**src/design/pbdve_pkg.sv**
```systemverilog
// Package: constants, sequencer state type and defaults for the delta encoder.
package pbdve_pkg;

   localparam int POSITION_BITS_DEF = 28;
   localparam int WORD_BITS         = 16;
   localparam int TRACK_BITS        = 24;
   localparam int PULSE_BITS        = 28;
   localparam int BYTE_CNT_BITS     = 30;
   localparam int CELL_BITS         = 5;

   // length class limits
   localparam logic [31:0] LIM_1B = 32'h0000_0080;
   localparam logic [31:0] LIM_2B = 32'h0000_4000;
   localparam logic [31:0] LIM_3B = 32'h0020_0000;
   localparam logic [31:0] LIM_4B = 32'h1000_0000;

   localparam logic [31:0] TAG_2B   = 32'h0000_8000;
   localparam logic [31:0] TAG_3B   = 32'h00C0_0000;
   localparam logic [31:0] TAG_4B   = 32'hE000_0000;
   localparam logic [31:0] CODE_SAT = 32'hEFFF_FFFF;

   typedef enum logic [3:0] {
      ST_IDLE   = 4'b0001,
      ST_SCAN   = 4'b0010,
      ST_EMIT   = 4'b0100,
      ST_FINISH = 4'b1000
   } state_type;

endpackage

```
**src/design/pulse_bitmap_delta_varint_encoder.sv**
```systemverilog
// Top level: pulse bitmap to prefix-coded pulse distance byte stream.
// Each request carries one 16-bit bitmap word, scanned MSB first. A small sequencer
// steps through the sixteen cells one per clock, pausing while a pulse's code bytes
// are sent; for every pulse a shared subtractor forms the distance from the previous
// pulse and the code bytes are then sent one per clock, while the response side does
// not stall, through a single output register. req_stall stays high while the word
// is scanned, its code bytes are sent and the word is closed, and falls once the last
// byte of the word has been taken; a new word is only taken in the idle state, after
// the last one is done. The track length register is written through the csr_ port;
// the user must write it only while idle: the block itself does not enforce this.
module pulse_bitmap_delta_varint_encoder
   import pbdve_pkg::*;
#(
   parameter int POSITION_BITS = POSITION_BITS_DEF
) (
   input  logic                      clock,
   input  logic                      reset,
   input  logic                      req_valid,
   output logic                      req_stall,
   input  logic [WORD_BITS-1:0]      req_bitmap_word,
   output logic                      rsp_valid,
   input  logic                      rsp_stall,
   output logic [7:0]                rsp_code_byte,
   output logic                      rsp_code_start,
   output logic                      rsp_item_last,
   output logic [PULSE_BITS-1:0]     rsp_pulse_number,
   output logic [BYTE_CNT_BITS-1:0]  rsp_byte_index,
   input  logic                      csr_valid,
   output logic                      csr_ready,
   input  logic [TRACK_BITS-1:0]     csr_track_words
);

   state_type                state_ff, state_in;
   logic [TRACK_BITS-1:0]    track_words_ff;
   logic [TRACK_BITS-1:0]    word_pos_ff;
   logic [POSITION_BITS-1:0] last_pos_ff;
   logic [PULSE_BITS-1:0]    pulse_ff;
   logic [BYTE_CNT_BITS-1:0] byte_ff;
   logic [WORD_BITS-1:0]     word_ff;
   logic [CELL_BITS-1:0]     cell_ff;
   logic [POSITION_BITS-1:0] dist_ff;
   logic [1:0]               sent_ff;

   logic                     rsp_valid_ff;
   logic [7:0]               rsp_byte_ff;
   logic                     rsp_start_ff;
   logic                     rsp_last_ff;
   logic [PULSE_BITS-1:0]    rsp_pulse_ff;
   logic [BYTE_CNT_BITS-1:0] rsp_index_ff;

   logic [27:0]              pos_full;
   logic [POSITION_BITS-1:0] pos;
   logic [POSITION_BITS-1:0] dist_in;
   logic [1:0]               code_len;
   logic [7:0]               code_byte;
   logic                     out_free;
   logic                     req_take;
   logic                     track_end;

   pbdve_fmt #(
      .POSITION_BITS (POSITION_BITS)
   ) u_fmt (
      .gap       (dist_ff),
      .sent      (sent_ff),
      .len       (code_len),
      .code_byte (code_byte)
   );

   assign req_stall = (state_ff != ST_IDLE);
   assign req_take  = req_valid && !req_stall;
   assign csr_ready = 1'b1;
   assign out_free  = !rsp_valid_ff || !rsp_stall;

   assign pos_full = {word_pos_ff, cell_ff[3:0]};
   assign pos      = POSITION_BITS'(pos_full);
   // shared subtractor, wraps at the position width
   assign dist_in  = pos - last_pos_ff;

   assign track_end = ({1'b0, word_pos_ff} + 25'd1) >= {1'b0, track_words_ff};

   always_comb begin
      state_in = state_ff;
      case (state_ff)
         ST_IDLE: begin
            if (req_take) state_in = ST_SCAN;
         end
         ST_SCAN: begin
            if (cell_ff[CELL_BITS-1]) state_in = ST_FINISH;
            else if (word_ff[WORD_BITS-1]) state_in = ST_EMIT;
         end
         ST_EMIT: begin
            if (out_free && sent_ff == code_len) state_in = ST_SCAN;
         end
         ST_FINISH: begin
            if (!rsp_valid_ff) state_in = ST_IDLE;
         end
         default: state_in = ST_IDLE;
      endcase
   end

   always_ff @(posedge clock) begin
      if (reset) begin
         state_ff       <= ST_IDLE;
         track_words_ff <= TRACK_BITS'(1);
         word_pos_ff    <= '0;
         last_pos_ff    <= '0;
         pulse_ff       <= '0;
         byte_ff        <= '0;
         cell_ff        <= '0;
         sent_ff        <= '0;
         rsp_valid_ff   <= 1'b0;
      end else begin
         state_ff <= state_in;
         if (csr_valid && csr_ready) track_words_ff <= csr_track_words;

         if (state_ff == ST_EMIT && out_free) rsp_valid_ff <= 1'b1;
         else if (!rsp_stall) rsp_valid_ff <= 1'b0;

         case (state_ff)
            ST_IDLE: begin
               if (req_take) begin
                  word_ff <= req_bitmap_word;
                  cell_ff <= '0;
               end
            end
            ST_SCAN: begin
               if (!cell_ff[CELL_BITS-1]) begin
                  word_ff <= word_ff << 1;
                  cell_ff <= cell_ff + CELL_BITS'(1);
                  if (word_ff[WORD_BITS-1]) begin
                     dist_ff     <= dist_in;
                     last_pos_ff <= pos;
                     pulse_ff    <= pulse_ff + PULSE_BITS'(1);
                     sent_ff     <= '0;
                  end
               end
            end
            ST_EMIT: begin
               if (out_free) begin
                  rsp_byte_ff  <= code_byte;
                  rsp_start_ff <= (sent_ff == 2'd0);
                  // word_ff already shifted past this pulse
                  rsp_last_ff  <= (sent_ff == code_len) && (word_ff == '0);
                  rsp_pulse_ff <= pulse_ff;
                  rsp_index_ff <= byte_ff;
                  byte_ff      <= byte_ff + BYTE_CNT_BITS'(1);
                  sent_ff      <= sent_ff + 2'd1;
               end
            end
            ST_FINISH: begin
               if (!rsp_valid_ff) begin
                  if (track_end) begin
                     word_pos_ff <= '0;
                     last_pos_ff <= '0;
                     pulse_ff    <= '0;
                     byte_ff     <= '0;
                  end else begin
                     word_pos_ff <= word_pos_ff + TRACK_BITS'(1);
                  end
               end
            end
            default: ;
         endcase
      end
   end

   assign rsp_valid        = rsp_valid_ff;
   assign rsp_code_byte    = rsp_byte_ff;
   assign rsp_code_start   = rsp_start_ff;
   assign rsp_item_last    = rsp_last_ff;
   assign rsp_pulse_number = rsp_pulse_ff;
   assign rsp_byte_index   = rsp_index_ff;

endmodule

```
**src/design/pbdve_fmt.sv**
```systemverilog
// Prefix code formatter: length class and the selected byte of one distance.
module pbdve_fmt
   import pbdve_pkg::*;
#(
   parameter int POSITION_BITS = POSITION_BITS_DEF
) (
   input  logic [POSITION_BITS-1:0] gap,
   input  logic [1:0]               sent,
   output logic [1:0]               len,
   output logic [7:0]               code_byte
);

   logic [31:0] dist_w;
   logic [31:0] code_w;
   logic [1:0]  idx;

   assign dist_w = 32'(gap);

   always_comb begin
      if (dist_w < LIM_1B) begin
         len    = 2'd0;
         code_w = dist_w;
      end else if (dist_w < LIM_2B) begin
         len    = 2'd1;
         code_w = TAG_2B | dist_w;
      end else if (dist_w < LIM_3B) begin
         len    = 2'd2;
         code_w = TAG_3B | dist_w;
      end else if (dist_w < LIM_4B) begin
         len    = 2'd3;
         code_w = TAG_4B | dist_w;
      end else begin
         len    = 2'd3;
         code_w = CODE_SAT;
      end
   end

   // bytes go out most significant first
   assign idx = len - sent;

   always_comb begin
      case (idx)
         2'd0:    code_byte = code_w[7:0];
         2'd1:    code_byte = code_w[15:8];
         2'd2:    code_byte = code_w[23:16];
         2'd3:    code_byte = code_w[31:24];
         default: code_byte = code_w[7:0];
      endcase
   end

endmodule

```
**config.mk**
```make
export PLATFORM = sky130hd
export DESIGN_NAME = pulse_bitmap_delta_varint_encoder
export DESIGN_NICKNAME = d
export VERILOG_FILES = /design/src/design/pbdve_pkg.sv /design/src/design/pulse_bitmap_delta_varint_encoder.sv /design/src/design/pbdve_fmt.sv
export SDC_FILE = /design/constraint.sdc
export NUM_CORES = 1
export LEC_CHECK = 0
export BUFFER_PORTS_ARGS = -buffer_cell sky130_fd_sc_hd__buf_2
export CAP_MARGIN = 30
export CELL_PAD_IN_SITES_DETAIL_PLACEMENT = 1
export CELL_PAD_IN_SITES_GLOBAL_PLACEMENT = 1
export CORE_AREA = 2 2 167 169
export DETAILED_ROUTE_END_ITERATION = 10
export DIE_AREA = 0 0 169 171
export PLACE_DENSITY_LB_ADDON = 0.25
export SYNTH_ARGS = -nofsm -noshare
export SYNTH_HDL_FRONTEND = slang
export SYNTH_SLANG_ARGS = --single-unit
```
**constraint.sdc**
```tcl
create_clock -name clock -period 5.7 [get_ports clock]
set_input_delay 0.285 -clock clock [delete_from_list [all_inputs] [get_ports clock]]
set_output_delay 0.285 -clock clock [all_outputs]
set_load 0.005 [all_outputs]
```
==> qor.yml, run 1 <==
cts:
  cts-root-buf: "clkbuf_16"
  clock_sinks: 258
  clock_latency_ps: 560
  hold_buffers: 23
  clk_pin_slew_ps: 60
  htreeDepth: 1
  cts_tree: "built"
  clock_path_buffers: 3
  numCtsBuffers: 29
  postCtsResizedCells: 0
  cts_setup_buffers: 0
timing:
  rsz0062_at_grt: "no"
  finalSetupViolCount: 0
  slew_violations: 0
  hold-worst-slack_ps: 26.3
  clock_skew_ps: 15.3
  post-route-period-util_pct: 84.1
  fin_crit_ps: 4790
  setup_slack_ps: 909
  fmax_mhz: 209
  hold_viol_final: 0
  tightest_slew_ps: 910
  maxSlewHeadroom_pct: 39.4
  finalSetupTns_ps: 0
yosys:
  syn-num-nets: 1395
  synth_top_family_by_area: "simple AND/OR/NAND/NOR gates"
  syn_area_um2: 12600
  synth-edff-count: 112
  synth_compound_area_share_pct: 13.0
  ys_seq_elements: 258
  synthMuxAreaShare_pct: 4.14
  synthSimpleGateAreaFrac_pct: 18.6
  avgSynthCellArea_um2: 9.74
  netlist_top_cells_area: "edfxtp_1 (27%), dfxtp_1 (23%), ha_1 (5.7%)"
  yosysWarnings: 0
  synth_cell_type_count: 70
  yosys.area_share.xor_xnor_pct: 4.44
  synth_common_cells: "dfxtp_1 (146), nand2_1 (132), a21oi_1 (122)"
  ys.flop_type: "dfxtp_1"
  yosys.cell_count.top_type: "dfxtp_1"
  seq_area_frac_synth_pct: 49.9
  yosys.area.top_type: "edfxtp_1"
  async_reset_ff_share_pct: 0
  synthCells: 1292
  yosysTopAreaCellShare_pct: 26.7
  synth_fa_ha_area_share_pct: 5.82
floorplanning:
  die-area_um2: 28900
  start_util_pct: 46.1
  core_um2: 27300
  io_pins: 116
  die_h_um: 171
  fp-row-count: 61
  die_w_um: 169
cells_and_area:
  fill_cells: 3107
  drive_gt1_share_pct: 15.1
  area_delta_synth_final_pct: 16.7
  n_antenna_cell: 0
  multi_input_area_um2: 5830
  design_area_um2: 14700
  ff_latch_area_um2: 6290
  fin_nets: 1522
  fin_util_pct: 53.8
worst_setup_path:
  critPathKind: "flop to flop"
  critPathBufInv: 1
  cp.required_ps: 6170
  cp.arrival_ps: 5260
  critPathLaunchType: "flop"
  critical_path.max_stage_delay_ps: 740
  worst_path_most_repeated_cell: "a21o_1"
  crit_path_end_kind: "flop"
  cp_top_family: "compound AO/OA/AOI/OAI gates"
  crit_fanout: 26
  crit_slowest_cell: "a21o_1"
  path_cells: "nand3_1 > or2_2 > nor2_1 > and3_1 > and2_1 > nand4_1 > xnor2_1 > ha_1 > a21o_1 > a21o_1 > a211oi_1 > o21ai_2 > nor2_1 > a21o_1 > buf_4 > a21oi_1 > a211oi_1"
power:
  ir_worst_vdd_uv: 243
  leakage_nw: 5.35
  powerDensity_nw_per_um2: 283
outcome:
  status: "finished clean"
detailed_routing:
  dr.first_iter.drc_count: 467
  detail_route.wl_per_cell_um: 17.6
  drtAntennaViolNets: 0
  drt-pass1-iter-count: 4
  avgViaCountPerCell: 5.63
  route.detailed.drc: 0
  drt_wl_total_mm: 31.4
  vias: 10100
placement:
  placed_area_um2: 13500
  io_buffer_count: 114
  dp.final_hpwl_mm: 22.1
  routabilityCongestion: 0.823
  post-place-ws_ps: 893
grt:
  grt_pass1_vias: 10300
  grt_antenna_before_repair: 0
  grt_pass1_wl_mm: 51.8
  grt_max_degree: 73
  gr-usage-all-layers_pct: 22.0
  grt_overflow_total: 0
run:
  drv_cap: 0
worst_hold_path:
  hold_path_class: "primary input to flop"
[metrics by stage]
| step | total power [mW] | cells |
|---|---|---|
| after floorplan | 2.27 | 1292 |
| after global placement | 2.36 | 1709 |
| after detailed placement | 2.37 | 1711 |
| after CTS | 4.21 | 1787 |
| after global routing | 4.32 | 1787 |
| final | 4.16 | 1787 |
[layout by cell type (no fill, tap or decap), drive strengths merged, types with 12 or more instances in the layout]
cell	Yosys	routed
nor2b	12	12
dlygate4sd3	0	23
nand4	16	16
mux2	17	17
ha	57	57
edfxtp	112	112
clkbuf	43	41
inv	75	76
o31ai	25	25
a21oi	123	123
nand2	132	132
a21o	13	13
o21ai	50	50
nand3	76	76
or4	25	25
buf	13	129
xor2	26	26
xnor2	37	37
mux2i	24	24
nor2	99	99
dfxtp	146	146
nor3	18	18
or3	16	16
[path summary, 6_finish.rpt]
kind              slack (ps)  depth (start not counted)                      endpoint                          from
setup / recovery         910                         17     pulse_ff[23]$_SDFFE_PP0P_   word_pos_ff[0]$_SDFFE_PP0P_
hold / removal            30                          2          word_ff[2]$_DFFE_PP_            req_bitmap_word[2]
setup reg to reg         910                         17     pulse_ff[23]$_SDFFE_PP0P_   word_pos_ff[0]$_SDFFE_PP0P_
hold reg to reg          450                          2  last_pos_ff[26]$_SDFFE_PP0P_  last_pos_ff[26]$_SDFFE_PP0P_
[routing by layer]
metal	global-route usage (%)	part of all wire, %	vias up
met5	0	0	-
met4	6.73	2.7	0
met3	3.01	3.5	53
met2	40.2	50	169
met1	26.8	44	4922
li1	-	-	4909
[where the power goes]
group | total (mW) | leakage, nW | internal (mW) | switching, mW
sequential | 2.00 | 2.13 | 1.97 | 0.0311
combinational | 0.346 | 2.76 | 0.150 | 0.196
clock | 1.81 | 0.457 | 1.06 | 0.751
total | 4.16 | 5.35 | 3.18 | 0.978
[kinds of logic after synthesis]
logic type	after synthesis
flip-flops	258
XOR/XNOR	63
AO/OA/AOI/OAI	272
adder cells (fa/ha/maj)	58
other	1
buffers and inverters	131
AND/OR/NAND/NOR	464
multiplexers	45
[layout make-up]
class	count	area share, %
Sequential cell	258	42.8
Timing Repair Buffer	152	6.38
Clock inverter	12	0.664
Clock buffer	41	5.65
Multi-Input combinational cell	903	39.7
Tap cell	346	2.95
Inverter	75	1.92
[sequential cells by signal (all words and copies together), names as in the netlist]
signal / cells
state_ff: 4
word_pos_ff: 24
last_pos_ff: 28
rsp_item_last: 1
dist_ff: 28
pulse_ff: 28
track_words_ff: 24
rsp_code_start: 1
word_ff: 16
byte_ff: 30
rsp_byte_index: 30
rsp_pulse_number: 28
sent_ff: 2
cell_ff: 5
rsp_code_byte: 8
rsp_valid: 1
Note: power is estimated with default switching activity, not from simulation.
==> run 2, diff against run 1 <==
--- a/config.mk
+++ b/config.mk
@@ -9,9 +9,9 @@
 export CAP_MARGIN = 30
 export CELL_PAD_IN_SITES_DETAIL_PLACEMENT = 1
 export CELL_PAD_IN_SITES_GLOBAL_PLACEMENT = 1
-export CORE_AREA = 2 2 167 169
+export CORE_AREA = 2 2 177 179
 export DETAILED_ROUTE_END_ITERATION = 10
-export DIE_AREA = 0 0 169 171
+export DIE_AREA = 0 0 179 181
 export PLACE_DENSITY_LB_ADDON = 0.25
 export SYNTH_ARGS = -nofsm -noshare
 export SYNTH_HDL_FRONTEND = slang
==> constraint.sdc (replaced) <==
create_clock -name clock -period 4.16 [get_ports clock]
set_input_delay 0.208 -clock clock [delete_from_list [all_inputs] [get_ports clock]]
set_output_delay 0.208 -clock clock [all_outputs]
set_load 0.005 [all_outputs]
==> run 2 against run 1 <==
Global-route usage is 2.4 points lower. Non-clock buffer count rose by 42. Maximum frequency up 21%. Register-to-register slack got worse by 710 ps. Largest cell class unchanged.
==> qor.yml, run 2 (synthesized netlist as in run 1, its figures left out) <==
outcome:
  status: "finished clean"
timing:
  setup_slack_ps: 197
  clock_skew_ps: 23.2
  fmax_mhz: 252
  tightest_slew_ps: 915
  hold_viol_final: 0
  post-route-period-util_pct: 95.3
  maxSlewHeadroom_pct: 39.0
  fin_crit_ps: 3960
  finalSetupTns_ps: 0
  finalSetupViolCount: 0
  hold-worst-slack_ps: 121
  slew_violations: 0
placement:
  post-place-ws_ps: -74.0
  dp_cells: 1778
  io_buffer_count: 114
  routabilityCongestion: 0.837
  placed_area_um2: 13700
  dp.final_hpwl_mm: 22.1
grt:
  gr-usage-all-layers_pct: 19.5
  grt_pass1_wl_mm: 51.7
  grt_antenna_before_repair: 0
  grt_pass1_vias: 10300
  grt_max_degree: 75
  grt_overflow_total: 0
floorplanning:
  die-area_um2: 32400
  die_h_um: 181
  fp-row-count: 64
  io_pins: 116
  die_w_um: 179
  start_util_pct: 41.5
  core_um2: 30300
worst_setup_path:
  crit_path_end_kind: "flop"
  cp.required_ps: 4650
  critPathKind: "flop to flop"
  critPathLaunchType: "flop"
  cp.arrival_ps: 4450
  r2r_cells: 17
  crit_fanout: 45
run:
  drv_cap: 0
cells_and_area:
  area_delta_synth_final_pct: 21.6
  fin_nets: 1564
  final_common_cell: "dfxtp_1"
  design_area_um2: 15300
  final_cells: 1879
  drive_gt1_share_pct: 17.3
  final_cell_mix: "dfxtp_1 (145), nand2_1 (132), a21oi_1 (119)"
  fill_cells: 3411
  ff_latch_area_um2: 6290
  n_antenna_cell: 0
  multi_input_area_um2: 5900
  fin_util_pct: 50.4
detailed_routing:
  detail_route.wl_per_cell_um: 16.9
  drt-pass1-iter-count: 4
  avgViaCountPerCell: 5.34
  vias: 10000
  route.detailed.drc: 0
  dr.first_iter.drc_count: 424
  drt_wl_total_mm: 31.8
  drtAntennaViolNets: 0
cts:
  clk_pin_slew_ps: 60
  htreeDepth: 1
  cts_tree: "built"
  clock_path_buffers: 3
  cts-root-buf: "clkbuf_16"
  clock_latency_ps: 560
  numCtsBuffers: 29
  clock_sinks: 258
power:
  ir_worst_vdd_uv: 272
  leakage_nw: 5.61
  powerDensity_nw_per_um2: 391
  finalPower_mw: 5.98
worst_hold_path:
  hold_path_class: "primary input to flop"
  whs_path_depth: 2
==> run 2: worst max-delay path, cell delays in order, from the launching register on <==
cell and delay, ps:
dfxtp_2 370, nand3_1 100, or2_2 350, nor2_4 130, and3_4 210, and2_2 200, nand4_1 180, xnor2_1 180
ha_1 310, a21o_1 120, a21o_1 140, a211oi_2 90, o21ai_4 280, nor2_2 80, a21o_1 240, buf_12 190
or4_1 540, a21oi_1 160
==> run 2: worst paths after layout <==
path | from | end | slack (ps)
max | word_pos_ff[1]$_SDFFE_PP0P_ | pulse_ff[11]$_SDFFE_PP0P_ | 200
min | reset | last_pos_ff[26]$_SDFFE_PP0P_ | 120
max reg2reg | word_pos_ff[1]$_SDFFE_PP0P_ | pulse_ff[11]$_SDFFE_PP0P_ | 200
min reg2reg | last_pos_ff[11]$_SDFFE_PP0P_ | last_pos_ff[11]$_SDFFE_PP0P_ | 450
==> run 2: what timing repair did <==
item                                    4_1_cts  5_1_grt
endpoints found under the hold margin        42        0
hold buffers                                 42        0
endpoints found under the setup margin       32      106
buffers inserted                              1        3
resized for setup                             3       22
gates cloned                                  0        2
pin swaps                                     2        3
==> run 2: routing by layer <==
metal / wire length, um / vias up / global-route usage, % / share of wire (%)
li1: - / 4986 / - / -
met4: 610 / 0 / 4.72 / 1.9
met3: 1180 / 49 / 2.65 / 3.7
met2: 15600 / 162 / 34.3 / 49
met1: 14500 / 4835 / 25.2 / 45
met5: 0 / - / 0 / 0
==> run 2: cell type report <==
type | count | area share (%)
inverter | 75 | 1.84
clock buffer | 41 | 5.43
multi-input combinational | 903 | 38.6
timing repair buffer | 194 | 8.63
tap | 396 | 3.24
sequential | 258 | 41.1
clock inverter | 12 | 1.23
==> run 2: where the power goes <==
part / switching [mW] / internal, mW / leakage (nW)
Clock: 1.04 / 1.69 / 0.500
Sequential: 0.0355 / 2.70 / 2.13
Combinational: 0.286 / 0.231 / 2.98
Total: 1.36 / 4.62 / 5.61
==> run 3, diff against run 2 <==
--- a/config.mk
+++ b/config.mk
@@ -13,6 +13,8 @@
 export DETAILED_ROUTE_END_ITERATION = 10
 export DIE_AREA = 0 0 179 181
 export PLACE_DENSITY_LB_ADDON = 0.25
+export RECOVER_POWER = 100
 export SYNTH_ARGS = -nofsm -noshare
 export SYNTH_HDL_FRONTEND = slang
 export SYNTH_SLANG_ARGS = --single-unit
+export TNS_END_PERCENT = 50
==> constraint.sdc (replaced) <==
create_clock -name clock -period 4.16 [get_ports clock]
set_input_delay 0.208 -clock clock [delete_from_list [all_inputs] [get_ports clock]]
set_output_delay 0.208 -clock clock [all_outputs]
set_load 0.05 [all_outputs]
==> run 3 against run 2 <==
Sequential power barely moved. Design area shrank 1.0%. Highest routed layer unchanged. Routed wire length up 0.19%. Total power about the same. Combinational power up 2%. Die area unchanged. Worst setup slack got worse by 8.2 ps. Via count barely moved. Maximum frequency is 0.21% lower. Critical path depth is the same.
==> qor.yml, run 3 (synthesized netlist as in run 1, its figures left out) <==
timing:
  post-route-period-util_pct: 95.5
  tightest_slew_ps: 1380
  slew_violations: 0
  maxSlewHeadroom_pct: 8.23
  fin_crit_ps: 3970
  hold-worst-slack_ps: 287
  setup_slack_ps: 189
  finalSetupViolCount: 0
  clock_skew_ps: 23.5
  hold_viol_final: 0
  fmax_mhz: 252
detailed_routing:
  vias: 10000
  drt-pass1-iter-count: 4
  detail_route.wl_per_cell_um: 17.0
  route.detailed.drc: 0
  avgViaCountPerCell: 5.34
  drtAntennaViolNets: 0
  dr.first_iter.drc_count: 416
  drt_wl_total_mm: 31.9
cells_and_area:
  fin_util_pct: 49.9
  final_cells: 1879
  final_common_cell: "dfxtp_1"
  final_cell_mix: "dfxtp_1 (145), nand2_1 (132), a21oi_1 (119)"
  fin_nets: 1564
  n_antenna_cell: 0
  fill_cells: 3416
  area_delta_synth_final_pct: 20.4
  drive_gt1_share_pct: 12.0
floorplanning:
  die_h_um: 181
  fp-row-count: 64
  die-area_um2: 32400
  io_pins: 116
  core_um2: 30300
  die_w_um: 179
  start_util_pct: 41.5
worst_setup_path:
  crit_path_end_kind: "flop"
  r2r_cells: 17
  cp.required_ps: 4650
  crit_slowest_cell: "or4_1"
  critPathKind: "flop to flop"
  rr_startpoint: "word_pos_ff[1]$_SDFFE_PP0P_"
  r2r_slack_ps: 190
  worst_path_most_repeated_cell: "a21o_1"
  crit_fanout: 45
  critPathLaunchType: "flop"
  cp.arrival_ps: 4460
  critical_path.max_stage_delay_ps: 540
  rr_endpoint: "pulse_ff[11]$_SDFFE_PP0P_"
  path_cells: "nand3_1 > or2_2 > nor2_4 > and3_4 > and2_2 > nand4_1 > xnor2_1 > ha_1 > a21o_1 > a21o_1 > a211oi_2 > o21ai_4 > nor2_2 > a21o_1 > buf_12 > or4_1 > a21oi_1"
placement:
  routabilityCongestion: 0.837
  io_buffer_count: 114
  dp_cells: 1778
  dp.final_hpwl_mm: 22.1
  post-place-ws_ps: -74.0
worst_hold_path:
  whs_path_depth: 3
  hold_path_class: "primary input to flop"
  hp-start: "csr_valid"
  hold_end: "track_words_ff[2]$_SDFFE_PP0P_"
run:
  drv_cap: 0
grt:
  grt_overflow_total: 0
  gr-usage-all-layers_pct: 19.5
  grt_pass1_wl_mm: 51.7
  grt_max_degree: 75
  grt_antenna_before_repair: 0
  grt_pass1_vias: 10300
cts:
  clock_latency_ps: 560
  htreeDepth: 1
  clock_sinks: 258
  cts-root-buf: "clkbuf_16"
  numCtsBuffers: 29
  clk_pin_slew_ps: 60
  cts_tree: "built"
  clock_path_buffers: 3
power:
  p_sw_share_pct: 22.9
  seqPwrFrac_pct: 45.7
  ir_worst_vdd_uv: 271
  pwr-share-clk_pct: 45.5
  powerDensity_nw_per_um2: 395
  p_sw_mw: 1.37
  finalPower_mw: 5.99
  combPwrFrac_pct: 8.8
  p_int_mw: 4.61
  leakage_nw: 5.45
outcome:
  status: "finished clean"
-- run 3: changes by cell type in the layout (fill, tap and decap cells not counted), sizes merged --
cell	delta
clkbuf	+79
buf	-79
-- run 3: worst max path at each step --
stage | from | to | slack, ps | depth (start not counted)
after CTS | word_pos_ff[1]$_SDFFE_PP0P_ | pulse_ff[11]$_SDFFE_PP0P_ | 4 | 17
after global placement | word_pos_ff[1]$_SDFFE_PP0P_ | pulse_ff[27]$_SDFFE_PP0P_ | 110 | 17
final | word_pos_ff[1]$_SDFFE_PP0P_ | pulse_ff[11]$_SDFFE_PP0P_ | 190 | 17
after floorplan | word_pos_ff[2]$_SDFFE_PP0P_ | byte_ff[1]$_SDFFE_PP0P_ | 190 | 18
after detailed placement | word_pos_ff[1]$_SDFFE_PP0P_ | pulse_ff[14]$_SDFFE_PP0P_ | -70 | 17
after global routing | word_pos_ff[1]$_SDFFE_PP0P_ | byte_ff[4]$_SDFFE_PP0P_ | -20 | 17
-- run 3: worst max-delay path, delay by kind of cell, from the launching register on --
family                   cells  cell delay [ps]
adder cells (fa/ha/maj)      1              310
AO/OA/AOI/OAI                6             1030
XOR/XNOR                     1              180
buffers and inverters        1              190
AND/OR/NAND/NOR              8             1800
flip-flops                   1              370
-- run 3: power by group through the flow --
stage / Clock [mW] / Combinational (mW) / Sequential, mW
floorplan: 0 / 0.343 / 2.78
global placement: 0 / 0.476 / 2.79
detailed placement: 0 / 0.495 / 2.79
CTS: 2.79 / 0.531 / 2.74
global route: 2.89 / 0.584 / 2.74
finish: 2.73 / 0.525 / 2.73
-- run 3: what timing repair did --
item | CTS | global route
gates cloned | 0 | 2
buffers inserted | 1 | 3
pin swaps | 2 | 3
resized for setup | 3 | 22
hold endpoints to repair | 42 | 0
endpoints found under the setup margin | 32 | 106
hold buffers | 42 | 0
-- run 3: cell type report --
| cell class | instances | area [um2] | share of cell area, % |
|---|---|---|---|
| flip-flops and latches | 258 | 6290 | 41.5 |
| clock inverters | 12 | 189 | 1.25 |
| clock buffers | 41 | 831 | 5.48 |
| inverters | 75 | 282 | 1.86 |
| well taps | 396 | 495 | 3.27 |
| repair buffers | 194 | 1200 | 7.91 |
| multi-input cells | 903 | 5870 | 38.8 |
-- run 3: per-layer routing --
metal  GRT usage, %  up-vias  wire length [um]
li1               -     4983                 -
met3           2.65       53              1250
met2           34.3      158             15600
met1           25.2     4845             14400
met5              0        -                 0
met4           4.72        0               683
-- run 3: per-stage QoR --
stage	setup TNS, ps	cell area (um2)
floorplan	0	12600
global placement	0	13700
detailed placement	-318	13700
CTS	0	15200
global route	-84.9	15200
finish	0	15200
